## src/hdl/ssm_pkg.sv

```systemverilog
package ssm_pkg;

    // Fixed field widths of the programming interface and the result word.
    localparam int PAT_BYTES  = 16;
    localparam int BYTE_W     = 8;
    localparam int CFG_W      = 64;
    localparam int LEN_W      = 5;
    localparam int POS_W      = 16;
    localparam int CFG_IDX_W  = 2;
    localparam int QUEUE_DEPTH = 4;

    // Register indexes of the configuration port.
    localparam logic [CFG_IDX_W-1:0] REG_PATTERN_LOW  = 2'd0;
    localparam logic [CFG_IDX_W-1:0] REG_PATTERN_HIGH = 2'd1;
    localparam logic [CFG_IDX_W-1:0] REG_PATTERN_LEN  = 2'd2;

    typedef logic [PAT_BYTES-1:0][BYTE_W-1:0] t_pattern;

    // Pattern setup shared by every compare cell.
    typedef struct packed {
        t_pattern           pattern;
        logic [LEN_W-1:0]   len;
    } t_cell_cfg;

    typedef struct packed {
        logic [POS_W-1:0]   position;
        logic               end_of_text;
        logic               any_found;
    } t_result;

endpackage

```

## src/hdl/ssm_cell.sv

```systemverilog
// One window stage: holds one earlier text byte, hands it on to the next
// stage on every accepted word, and checks it against the pattern byte that
// lines up with its place for the current pattern length.
module ssm_cell #(
    parameter int W = 0
) (
    input  logic                       i_clk,
    input  logic                       i_advance,
    input  logic [ssm_pkg::BYTE_W-1:0] i_byte,
    input  ssm_pkg::t_cell_cfg         i_cfg,
    output logic [ssm_pkg::BYTE_W-1:0] o_byte,
    output logic                       o_ok
);

    localparam logic [ssm_pkg::LEN_W-1:0] NEED_LEN = ssm_pkg::LEN_W'(W + 2);

    logic [ssm_pkg::BYTE_W-1:0] r_byte;
    logic [ssm_pkg::LEN_W-1:0]  pat_idx;

    always_ff @(posedge i_clk) begin
        if (i_advance) begin
            r_byte <= i_byte;
        end
    end

    // Window entry W pairs with pattern byte len-2-W; entries past the
    // pattern do not take part.
    assign pat_idx = i_cfg.len - NEED_LEN;
    assign o_ok    = (i_cfg.len < NEED_LEN) || (r_byte == i_cfg.pattern[pat_idx[3:0]]);
    assign o_byte  = r_byte;

endmodule

```

## src/hdl/ssm_out_queue.sv

```systemverilog
// Small result queue: takes up to two result words per cycle, gives one
// when popped, and is "almost full" when fewer than two slots are free.
module ssm_out_queue (
    input  logic               i_clk,
    input  logic               i_rst_n,
    input  logic [1:0]         i_push_cnt,
    input  ssm_pkg::t_result   i_res_a,
    input  ssm_pkg::t_result   i_res_b,
    input  logic               i_pop,
    output logic               o_valid,
    output ssm_pkg::t_result   o_res,
    output logic               o_almost_full
);

    localparam int PTR_W = $clog2(ssm_pkg::QUEUE_DEPTH);
    localparam int CNT_W = $clog2(ssm_pkg::QUEUE_DEPTH + 1);

    ssm_pkg::t_result   r_mem [ssm_pkg::QUEUE_DEPTH];
    logic [PTR_W-1:0]   r_wr_ptr;
    logic [PTR_W-1:0]   r_rd_ptr;
    logic [CNT_W-1:0]   r_count;
    logic [PTR_W-1:0]   wr_ptr_b;
    logic               pop_ok;

    assign wr_ptr_b = r_wr_ptr + PTR_W'(1);
    assign pop_ok   = i_pop && (r_count != '0);

    always_ff @(posedge i_clk) begin
        if (i_push_cnt != 2'd0) begin
            r_mem[r_wr_ptr] <= i_res_a;
        end
        if (i_push_cnt == 2'd2) begin
            r_mem[wr_ptr_b] <= i_res_b;
        end
    end

    always_ff @(posedge i_clk) begin
        if (!i_rst_n) begin
            r_wr_ptr <= '0;
            r_rd_ptr <= '0;
            r_count  <= '0;
        end else begin
            r_wr_ptr <= r_wr_ptr + PTR_W'(i_push_cnt);
            if (pop_ok) begin
                r_rd_ptr <= r_rd_ptr + PTR_W'(1);
            end
            r_count <= r_count + CNT_W'(i_push_cnt) - CNT_W'(pop_ok);
        end
    end

    assign o_valid       = (r_count != '0);
    assign o_res         = r_mem[r_rd_ptr];
    assign o_almost_full = (r_count > CNT_W'(ssm_pkg::QUEUE_DEPTH - 2));

endmodule

```

## src/hdl/substring_stream_matcher_unit.sv

```systemverilog
// A result word is written to the output queue as its text word is accepted.
// Throughput: one text word per cycle while o_in_stall is low; a word that gives
// both a match and the end-of-text summary puts two results into the four-entry
// output queue, which drains one per cycle while i_out_stall is low.
// Reset (synchronous, active low) clears the position counter, the found state,
// the output queue, and sets the pattern to zero with a length of one.
module substring_stream_matcher_unit #(
    parameter int PATTERN_MAX = 16,
    parameter int INDEX_BITS  = 16
) (
    input  logic                          i_clk,
    input  logic                          i_rst_n,
    // Configuration write port.
    input  logic                          i_cfg_we,
    input  logic [ssm_pkg::CFG_IDX_W-1:0] i_cfg_index,
    input  logic [ssm_pkg::CFG_W-1:0]     i_cfg_data,
    // Text input channel.
    input  logic                          i_in_valid,
    output logic                          o_in_stall,
    input  logic [ssm_pkg::BYTE_W-1:0]    i_text_byte,
    input  logic                          i_last_byte,
    // Result output channel.
    output logic                          o_out_valid,
    input  logic                          i_out_stall,
    output logic [ssm_pkg::POS_W-1:0]     o_position,
    output logic                          o_end_of_text,
    output logic                          o_any_found
);

    localparam logic [ssm_pkg::LEN_W-1:0] LEN_MAX = ssm_pkg::LEN_W'(PATTERN_MAX);

    // Configuration registers.
    logic [ssm_pkg::CFG_W-1:0] r_pat_low;
    logic [ssm_pkg::CFG_W-1:0] r_pat_high;
    logic [ssm_pkg::LEN_W-1:0] r_pat_len;

    // Per-text state.
    logic [INDEX_BITS-1:0]     r_count;
    logic                      r_seen;
    logic [INDEX_BITS-1:0]     r_first;
    logic [INDEX_BITS-1:0]     n_count;
    logic                      n_seen;
    logic [INDEX_BITS-1:0]     n_first;

    logic                      accept;
    ssm_pkg::t_cell_cfg        cell_cfg;
    logic [ssm_pkg::LEN_W-1:0] len_eff;
    logic [ssm_pkg::LEN_W-1:0] len_m1;
    logic [INDEX_BITS-1:0]     len_m1_ext;
    logic [INDEX_BITS-1:0]     start;
    logic                      hit;

    logic [PATTERN_MAX-1:0]                        cell_ok;
    logic [PATTERN_MAX:0][ssm_pkg::BYTE_W-1:0]     chain;

    logic [INDEX_BITS+ssm_pkg::POS_W-1:0] start_wide;
    logic [INDEX_BITS+ssm_pkg::POS_W-1:0] first_wide;

    ssm_pkg::t_result          res_a;
    ssm_pkg::t_result          res_b;
    ssm_pkg::t_result          match_res;
    ssm_pkg::t_result          end_res;
    ssm_pkg::t_result          out_res;
    logic [1:0]                push_cnt;
    logic                      almost_full;

    // The input is held off whenever the queue could not take two results.
    assign o_in_stall = almost_full;
    assign accept     = i_in_valid && !almost_full;

    always_ff @(posedge i_clk) begin
        if (!i_rst_n) begin
            r_pat_low  <= '0;
            r_pat_high <= '0;
            r_pat_len  <= ssm_pkg::LEN_W'(1);
        end else if (i_cfg_we) begin
            case (i_cfg_index)
                ssm_pkg::REG_PATTERN_LOW: begin
                    r_pat_low <= i_cfg_data;
                end
                ssm_pkg::REG_PATTERN_HIGH: begin
                    r_pat_high <= i_cfg_data;
                end
                ssm_pkg::REG_PATTERN_LEN: begin
                    r_pat_len <= i_cfg_data[ssm_pkg::LEN_W-1:0];
                end
                default: begin
                end
            endcase
        end
    end

    // Lengths beyond the window are treated as the longest supported one.
    assign len_eff          = (r_pat_len > LEN_MAX) ? LEN_MAX : r_pat_len;
    assign len_m1           = len_eff - ssm_pkg::LEN_W'(1);
    assign len_m1_ext       = {{(INDEX_BITS - ssm_pkg::LEN_W){1'b0}}, len_m1};
    assign cell_cfg.pattern = {r_pat_high, r_pat_low};
    assign cell_cfg.len     = len_eff;

    // The window is a row of cells; the newest byte enters at the front and
    // every cell passes its byte one place back on each accepted word.
    assign chain[0] = i_text_byte;

    genvar g;
    generate
        for (g = 0; g < PATTERN_MAX; g++) begin : g_cell
            ssm_cell #(
                .W(g)
            ) u_cell (
                .i_clk     (i_clk),
                .i_advance (accept),
                .i_byte    (chain[g]),
                .i_cfg     (cell_cfg),
                .o_byte    (chain[g+1]),
                .o_ok      (cell_ok[g])
            );
        end
    endgenerate

    // A match needs a nonzero length, enough bytes seen in this text, the
    // current byte equal to the last pattern byte and every active cell in
    // agreement. Window bytes from before the text are never consulted,
    // because the count check keeps the compare inside the text.
    assign hit = (len_eff != '0) && (r_count >= len_m1_ext)
              && (i_text_byte == cell_cfg.pattern[len_m1[3:0]]) && (&cell_ok);

    assign start = r_count - len_m1_ext;

    always_comb begin
        n_seen  = r_seen;
        n_first = r_first;
        if (hit && !r_seen) begin
            n_seen  = 1'b1;
            n_first = start;
        end
        // The counter holds at its top value once it gets there.
        n_count = (r_count != '1) ? (r_count + INDEX_BITS'(1)) : r_count;
    end

    always_ff @(posedge i_clk) begin
        if (!i_rst_n) begin
            r_count <= '0;
            r_seen  <= 1'b0;
            r_first <= '0;
        end else if (accept) begin
            if (i_last_byte) begin
                r_count <= '0;
                r_seen  <= 1'b0;
                r_first <= '0;
            end else begin
                r_count <= n_count;
                r_seen  <= n_seen;
                r_first <= n_first;
            end
        end
    end

    // Positions are reported in their low sixteen bits, zero-extended when
    // the index is narrower.
    assign start_wide = {{ssm_pkg::POS_W{1'b0}}, start};
    assign first_wide = {{ssm_pkg::POS_W{1'b0}}, n_first};

    assign match_res.position    = start_wide[ssm_pkg::POS_W-1:0];
    assign match_res.end_of_text = 1'b0;
    assign match_res.any_found   = 1'b1;

    assign end_res.position      = first_wide[ssm_pkg::POS_W-1:0];
    assign end_res.end_of_text   = 1'b1;
    assign end_res.any_found     = n_seen;

    // The match word always goes ahead of the summary word.
    always_comb begin
        res_a    = match_res;
        res_b    = end_res;
        push_cnt = 2'd0;
        if (accept) begin
            if (hit && i_last_byte) begin
                push_cnt = 2'd2;
            end else if (hit) begin
                push_cnt = 2'd1;
            end else if (i_last_byte) begin
                res_a    = end_res;
                push_cnt = 2'd1;
            end
        end
    end

    ssm_out_queue u_queue (
        .i_clk         (i_clk),
        .i_rst_n       (i_rst_n),
        .i_push_cnt    (push_cnt),
        .i_res_a       (res_a),
        .i_res_b       (res_b),
        .i_pop         (!i_out_stall),
        .o_valid       (o_out_valid),
        .o_res         (out_res),
        .o_almost_full (almost_full)
    );

    assign o_position    = out_res.position;
    assign o_end_of_text = out_res.end_of_text;
    assign o_any_found   = out_res.any_found;

endmodule
```

## config.mk

```make
export PLATFORM = sky130hd
export DESIGN_NAME = substring_stream_matcher_unit
export DESIGN_NICKNAME = d
export VERILOG_FILES = /design/src/hdl/ssm_pkg.sv /design/src/hdl/ssm_cell.sv /design/src/hdl/ssm_out_queue.sv /design/src/hdl/substring_stream_matcher_unit.sv
export SDC_FILE = /design/constraint.sdc
export NUM_CORES = 1
export LEC_CHECK = 0
export BUFFER_PORTS_ARGS = -buffer_cell sky130_fd_sc_hd__clkbuf_2
export CAP_MARGIN = 5
export CORE_MARGIN = 2
export CORE_UTILIZATION = 30
export CTS_CLUSTER_SIZE = 28
export DETAILED_ROUTE_END_ITERATION = 7
export GPL_ROUTABILITY_DRIVEN = 0
export HOLD_SLACK_MARGIN = 0.06
export PLACE_DENSITY = 0.53
export SLEW_MARGIN = 10
export SYNTH_ARGS = -nofsm -noshare
export SYNTH_HDL_FRONTEND = slang
export SYNTH_SLANG_ARGS = --single-unit
```

## constraint.sdc

```tcl
create_clock -name i_clk -period 10.22 [get_ports i_clk]
set_clock_uncertainty 0.15 [all_clocks]
set_input_delay 1.022 -clock i_clk [delete_from_list [all_inputs] [get_ports i_clk]]
set_output_delay 1.022 -clock i_clk [all_outputs]
set_load 0.01 [all_outputs]
```

# --- After elaboration in Yosys (flattened, before gate mapping) ---
# Memories as Yosys holds them, arrays and structs flattened. A register that Yosys moved wholly into a read port is not among the register bits.
# Cells that the tools add are included.
op_classes:
  n_addsub: 24
  mul: 0
  div_mod_pow: 0
  magnitude_cmp: 36
  eq_ne: 21
  shifts: 0
  n_mux: 55
  bitwise: 0
  reduce_logical: 36
ops:
  columns: ["cell", "count"]
  rows:
  - ["8-bit binary-select mux with 4-bit select", 17]
  - ["8-bit equality test", 17]
  - ["8-bit two-way mux", 17]
  - ["4-bit by 5-bit < comparator with 1-bit output (second input constant)", 17]
  - ["18-bit two-way mux", 4]
  - ["16-bit two-way mux", 4]
  - ["5-bit by 4-bit < comparator with 1-bit output (second input constant)", 8]
  - ["4-bit subtractor (second input constant)", 8]
  - ["5-bit by 3-bit < comparator with 1-bit output (second input constant)", 4]
  - ["16-bit by 1-bit adder with 16-bit output (second input constant)", 1]
  - ["16-bit by 5-bit >= comparator with 1-bit output", 1]
  - ["1-bit logical OR", 16]
  - ["16-bit != test (second input constant)", 1]
  - ["16-bit AND reduction", 1]
  - ["16-bit by 5-bit subtractor with 16-bit output", 1]
  - ["4-bit by 3-bit subtractor with 4-bit output (second input constant)", 4]
  - ["5-bit by 2-bit < comparator with 1-bit output (second input constant)", 2]
  - ["5-bit < comparator (second input constant)", 2]
  - ["1-bit two-way mux", 8]
  - ["2-bit two-way mux", 4]
  - ["2-bit AND reduction", 4]
  - ["4-bit by 1-bit subtractor with 4-bit output (second input constant)", 2]
  - ["4-bit by 2-bit subtractor with 4-bit output (second input constant)", 2]
  - ["1-bit logical AND", 7]
  - ["other kinds (15)", 20]
word_totals:
  reg_bits: 301
  latchBits: 0
  ram_bits: 72
  rom_bits: 0
  input_bits: 80
  out_inout_bits: 20
  elab_cells: 198
  memories: 1
mem_list:
  columns: ["memory", "depth", "word_bits", "read_ports", "rd_clocked_by_memory_dff", "wr", "line_no", "source"]
  rows:
  - ["u_queue.r_mem", 4, 18, 1, 1, 2, "ssm_out_queue.sv:18", "ssm_pkg::t_result r_mem [ssm_pkg::QUEUE_DEPTH];"]

# --- Longest topological paths before layout ---
logic_depth:
  ltp_word: 15
  ltp_mapped: 35

# --- Cells and area by module ---
# Synthesis repeated with hierarchy kept, for this count alone.
hier_totals:
  cells_unflattened: 2988
  hier_area_um2: 36462.5
by_module_without_submodules:
  columns: ["module", "n_inst", "cells_per_inst", "area_per_inst_um2", "seq_area_each_um2"]
  rows:
  - ["substring_stream_matcher_unit", 1, 1091, 8857.2, 3323.2]
  - ["ssm_out_queue", 1, 225, 4051.4, 2342.2]
  - ["ssm_cell at g_cell[11].u_cell", 1, 126, 1574.0, 240.2]
  - ["ssm_cell at g_cell[10].u_cell", 1, 136, 1562.7, 240.2]
  - ["ssm_cell at g_cell[13].u_cell", 1, 126, 1556.5, 240.2]
  - ["ssm_cell at g_cell[14].u_cell", 1, 115, 1539.0, 240.2]
  - ["ssm_cell at g_cell[6].u_cell", 1, 128, 1520.2, 240.2]
  - ["ssm_cell at g_cell[0].u_cell", 1, 90, 1493.9, 240.2]
  - ["ssm_cell at g_cell[8].u_cell", 1, 90, 1481.4, 240.2]
  - ["ssm_cell at g_cell[4].u_cell", 1, 86, 1467.7, 240.2]
  - ["ssm_cell at g_cell[3].u_cell", 1, 95, 1460.2, 240.2]
  - ["ssm_cell at g_cell[5].u_cell", 1, 99, 1441.4, 240.2]
  - ["ssm_cell at g_cell[7].u_cell", 1, 99, 1423.9, 240.2]
  - ["ssm_cell at g_cell[12].u_cell", 1, 89, 1418.9, 240.2]
  - ["+4 rows", null, null, null, null]

# --- Worst setup path before layout ---
# Ideal clock, no wire load.
synth_path:
  path_kind: "reg-to-reg"
  start: "reg r_pat_len[0] (netlist bit)"
  end: "mem u_queue.r_mem[0][0] (netlist bit) (enable)"
  arrival_time_ns: 7.055
  required_ns: 9.696
  setup_slack_ns: 2.641
  stages_incl_launch_ff: 33
  path_buffers: 11
  synth_period_minus_slack_ns: 7.579
  cell_sequence: "dfxtp_1 -> buf_4 -> nor2b_4 -> inv_2 -> buf_2 -> buf_2 -> buf_2 -> buf_2 -> ha_1 -> buf_2 -> buf_1 -> clkbuf_1 -> clkbuf_1 -> nand2_1 -> xnor2_1 -> ha_1 -> inv_1 -> o2111ai_1 -> nor2_1 -> a21oi_1 -> nand3b_1 -> or4_1 -> or4_4 -> nor4_4 -> and2_1 -> clkbuf_1 -> inv_1 -> ha_1 -> nor2_1 -> a21oi_1 -> or3_1 -> clkbuf_1 -> nand2_1"
synth_lines:
  columns: ["element", "line_no", "source"]
  rows:
  - ["from (decl)", "substring_stream_matcher_unit.sv:35", "logic [ssm_pkg::LEN_W-1:0] r_pat_len;"]
  - ["from (signal assigned)", "substring_stream_matcher_unit.sv:75", "r_pat_len <= ssm_pkg::LEN_W'(1);"]
  - ["from (signal assigned)", "substring_stream_matcher_unit.sv:85", "r_pat_len <= i_cfg_data[ssm_pkg::LEN_W-1:0];"]
  - ["to (decl)", "ssm_out_queue.sv:18", null]

==> metrics.csv <==
metric,value,unit
hpwl dp,80200,um
worst min path class,flop to flop,
maximum VDD drop,0.119,mV
cell area after layout,28800,um^2
wire per inst,27.6,um
# clock sinks,367,
worst path required time,10.38,ns
CTS resizes,0,
Max-cap violations,0,
Iteration-0 DRC Markers,3219,
Synth cell types,102,
drt first pass iters,8,
# IOs,100,
Final Hold Viols,0,
minimum clock period,8.88,ns
min setup slack post-route,1.34,ns
Crit Path Max Fanout,26,
Placement Setup Slack,1.71,ns
Synth Instances,2802,
setup_tns,0,ns
Die Span X,299,um
total power,4730,uW
clock root buffer,clkbuf_16,
Die Area,89300,um^2
WS Path Type,flop to flop,
Worst Path Arrival,9.04,ns
cts bufs inserted,44,
CP endpoint kind,flop,
fin nets,2869,
core area,86500,um^2
max-slew violation total from the final report,0,
first-pass GRT wire length,159000,um
register area,9240,um^2
placed instance area,27400,um^2
multi-input logic area,15600,um^2
share of layout cells above drive strength 1,12.9,%
run status,"complete, no violations",
die outline height,299,um
initial core utilization,30.2,%
switch share,34.8,%
synthesized area per cell,9.31,um^2
Pint,3090,uW
Placement Rows,108,
drt drc,0,
Synth Register Bits,367,
Worst Tran Pin Value,1.14,ns
Post-Syn Area,26100,um^2
Layout area overhead,10.6,%
Total Wirelength,110000,um
cell count after placement,3879,
Comb power frac,25.1,%
vias in the first global route,22100,
period utilisation layout,86.9,%
yosys warns,0,
final count of negative-setup-slack endpoints,0,
Post-DRT Antenna Nets,0,
TritonCTS clock tree,built,
NetSw,1650,uW
Max Clk Rate,0.113,GHz
clk_lat worst skew,0.60,ns
number of synthesized flops with an enable pin,188,
post-synthesis sequential area ratio,35.4,%
RSZ-0062 raised after global routing,false,
vias,24100,
cts hold-fix bufs,0,
post-synth net total,2901,
headroom to the max-slew limit,22.7,%
CP Launch Type,flop,
Fillers,9076,
H-tree lvl count,2,
port bufs,99,
largest net degree at the start of global routing,113,
"Clk pin slew, worst setup/hold paths",0.06,ns
postcts setup bufs,0,
Clock Power Share,33.4,%
Synth Flop Type,edfxtp_1,
P_leak,0.0101,uW
clk buf depth,3,
total gr overflow,0,
asr flop ratio synth,0,%
sequential share of power,41.4,%
Finished Layout Cells,3962,
power per standard cell area,164,nW/um^2
initial antenna violation count,1,
DR vias/cell,6.07,
Total Routing Usage GR,23.9,%
## per-layer routing
metal	wire length, um	share of wire [%]	global-route usage, %	vias to the layer above
met3	10100	9.2	4.33	365
li1	-	-	-	10700
met4	7650	7.0	14.0	2
met5	13	0.012	0	-
met1	44500	41	31.9	11600
met2	47300	43	36.1	1431
## cells in the mapped netlist, types with 12 or more instances
| library cell | count | area share [%] |
|---|---|---|
| nand2_1 | 357 | 5.1 |
| edfxtp_1 | 188 | 22 |
| dfxtp_1 | 179 | 14 |
| mux2i_1 | 159 | 6.1 |
| a21boi_0 | 137 | 3.9 |
| clkbuf_1 | 122 | 1.8 |
| nor2_1 | 116 | 1.7 |
| a21oi_1 | 99 | 1.9 |
| nand4_1 | 88 | 2.1 |
| xnor2_1 | 84 | 2.8 |
| mux4_2 | 70 | 6.0 |
| o21ai_0 | 69 | 1.3 |
| o221ai_1 | 62 | 2.1 |
| a211oi_1 | 61 | 1.8 |
| inv_1 | 61 | 0.88 |
| nor3_1 | 59 | 1.1 |
| xor2_1 | 57 | 1.9 |
| nor4_1 | 53 | 1.3 |
| buf_2 | 52 | 1.0 |
| o22ai_1 | 48 | 1.2 |
| nand3_1 | 45 | 0.86 |
| nor2b_1 | 34 | 0.82 |
| buf_1 | 32 | 0.46 |
| nor3b_1 | 32 | 0.92 |
| o21a_1 | 32 | 0.92 |
| a22oi_1 | 31 | 0.89 |
| mux2_2 | 27 | 1.2 |
| a22o_1 | 25 | 0.84 |
| and2_1 | 25 | 0.60 |
| and3_1 | 20 | 0.48 |
| or3_1 | 20 | 0.48 |
| a2bb2oi_1 | 19 | 0.64 |
| nand2b_1 | 19 | 0.46 |
| and3b_1 | 17 | 0.57 |
| ha_1 | 17 | 0.82 |
| nand3b_1 | 17 | 0.49 |
| o211ai_1 | 17 | 0.49 |
| nor4b_1 | 15 | 0.50 |
| a31oi_1 | 13 | 0.31 |
| buf_4 | 12 | 0.35 |
| buf_6 | 12 | 0.52 |
| or4_1 | 12 | 0.35 |
## state kept, by name, summed over array words and instances, names as in the netlist, named ones only
| register | flops |
|---|---|
| r_count | 16 |
| r_pat_len | 5 |
| u_queue.r_count | 3 |
| g_cell.u_cell.o_byte | 120 |
| r_first | 16 |
| u_queue.r_rd_ptr | 2 |
| u_queue.r_wr_ptr | 2 |
| r_pat_low | 64 |
| u_queue.r_mem | 72 |
| r_pat_high | 64 |
| r_seen | 1 |
## critical path: stages, from the launching register on
cell and delay [ns]:
dfxtp_2 0.79, nand3b_2 0.79, inv_2 0.22, ha_1 0.70
inv_1 0.55, a2111oi_0 0.67, or3b_2 0.24, nand4_1 0.24
nor4_1 0.43, o22ai_1 0.21, or4_4 0.62, nor4_4 0.24
and2_1 0.26, inv_1 0.08, ha_1 0.33, nor2_1 0.09
a21oi_1 0.22, or3_1 0.67, nand2_1 0.73, a21boi_0 0.33
## power by group through the flow
| stage | sequential (uW) | combinational, uW | clock, uW |
|---|---|---|---|
| global placement | 1990 | 1160 | 0 |
| global route | 1970 | 1280 | 1660 |
| detailed placement | 1980 | 1160 | 0 |
| finish | 1960 | 1190 | 1580 |
| floorplan | 1860 | 813 | 0 |
| CTS | 1960 | 1170 | 1610 |
## layout make-up
| type | instances | share of cell area [%] |
|---|---|---|
| antenna | 1 | 0.00868 |
| clock buffer | 53 | 3.94 |
| clock inverter | 29 | 1.02 |
| inverter | 67 | 0.894 |
| multi-input combinational | 2136 | 53.9 |
| sequential | 367 | 32.0 |
| tap | 1155 | 5.01 |
| timing repair buffer | 154 | 3.16 |
## per-stage QoR
step                util [%]  hold slack, ns
finish                  33.3           0.266
global route            33.3           0.287
CTS                     33.3           0.269
detailed placement      31.7           0.288
global placement        31.7           0.281
floorplan                  -           0.274
## final timing paths
path,startpoint,cells past startpoint,endpoint,slack [ns]
setup / recovery,r_pat_len[1],19,u_queue.r_mem[0][0],1.34
hold / removal,g_cell[4].u_cell.o_byte[0],0,g_cell[5].u_cell.o_byte[0],0.27
setup reg to reg,r_pat_len[1],19,u_queue.r_mem[0][0],1.34
hold reg to reg,g_cell[4].u_cell.o_byte[0],0,g_cell[5].u_cell.o_byte[0],0.27
## cell families after synthesis
kind of cell,after synthesis,synth area share [%]
flip-flops,367,35.4
buffers and inverters,299,5.17
AND/OR/NAND/NOR,966,19.2
XOR/XNOR,143,4.90
multiplexers,264,13.7
AO/OA/AOI/OAI,744,20.7
adder cells (fa/ha/maj),19,0.969
## layout by cell type (no fill, tap or decap), types with 56 or more instances in the layout
cell type  count
a211oi_1      61
a21boi_0     137
a21oi_1       99
buf_4         56
clkbuf_2      98
dfxtp_1      176
edfxtp_1     188
inv_1         61
mux2i_1      157
mux4_2        70
nand2_1      357
nand4_1       88
nor2_1       115
nor3_1        58
o21ai_0       69
o221ai_1      62
xnor2_1       84
xor2_1        57
No activity file was read; power rests on OpenSTA's default activity.
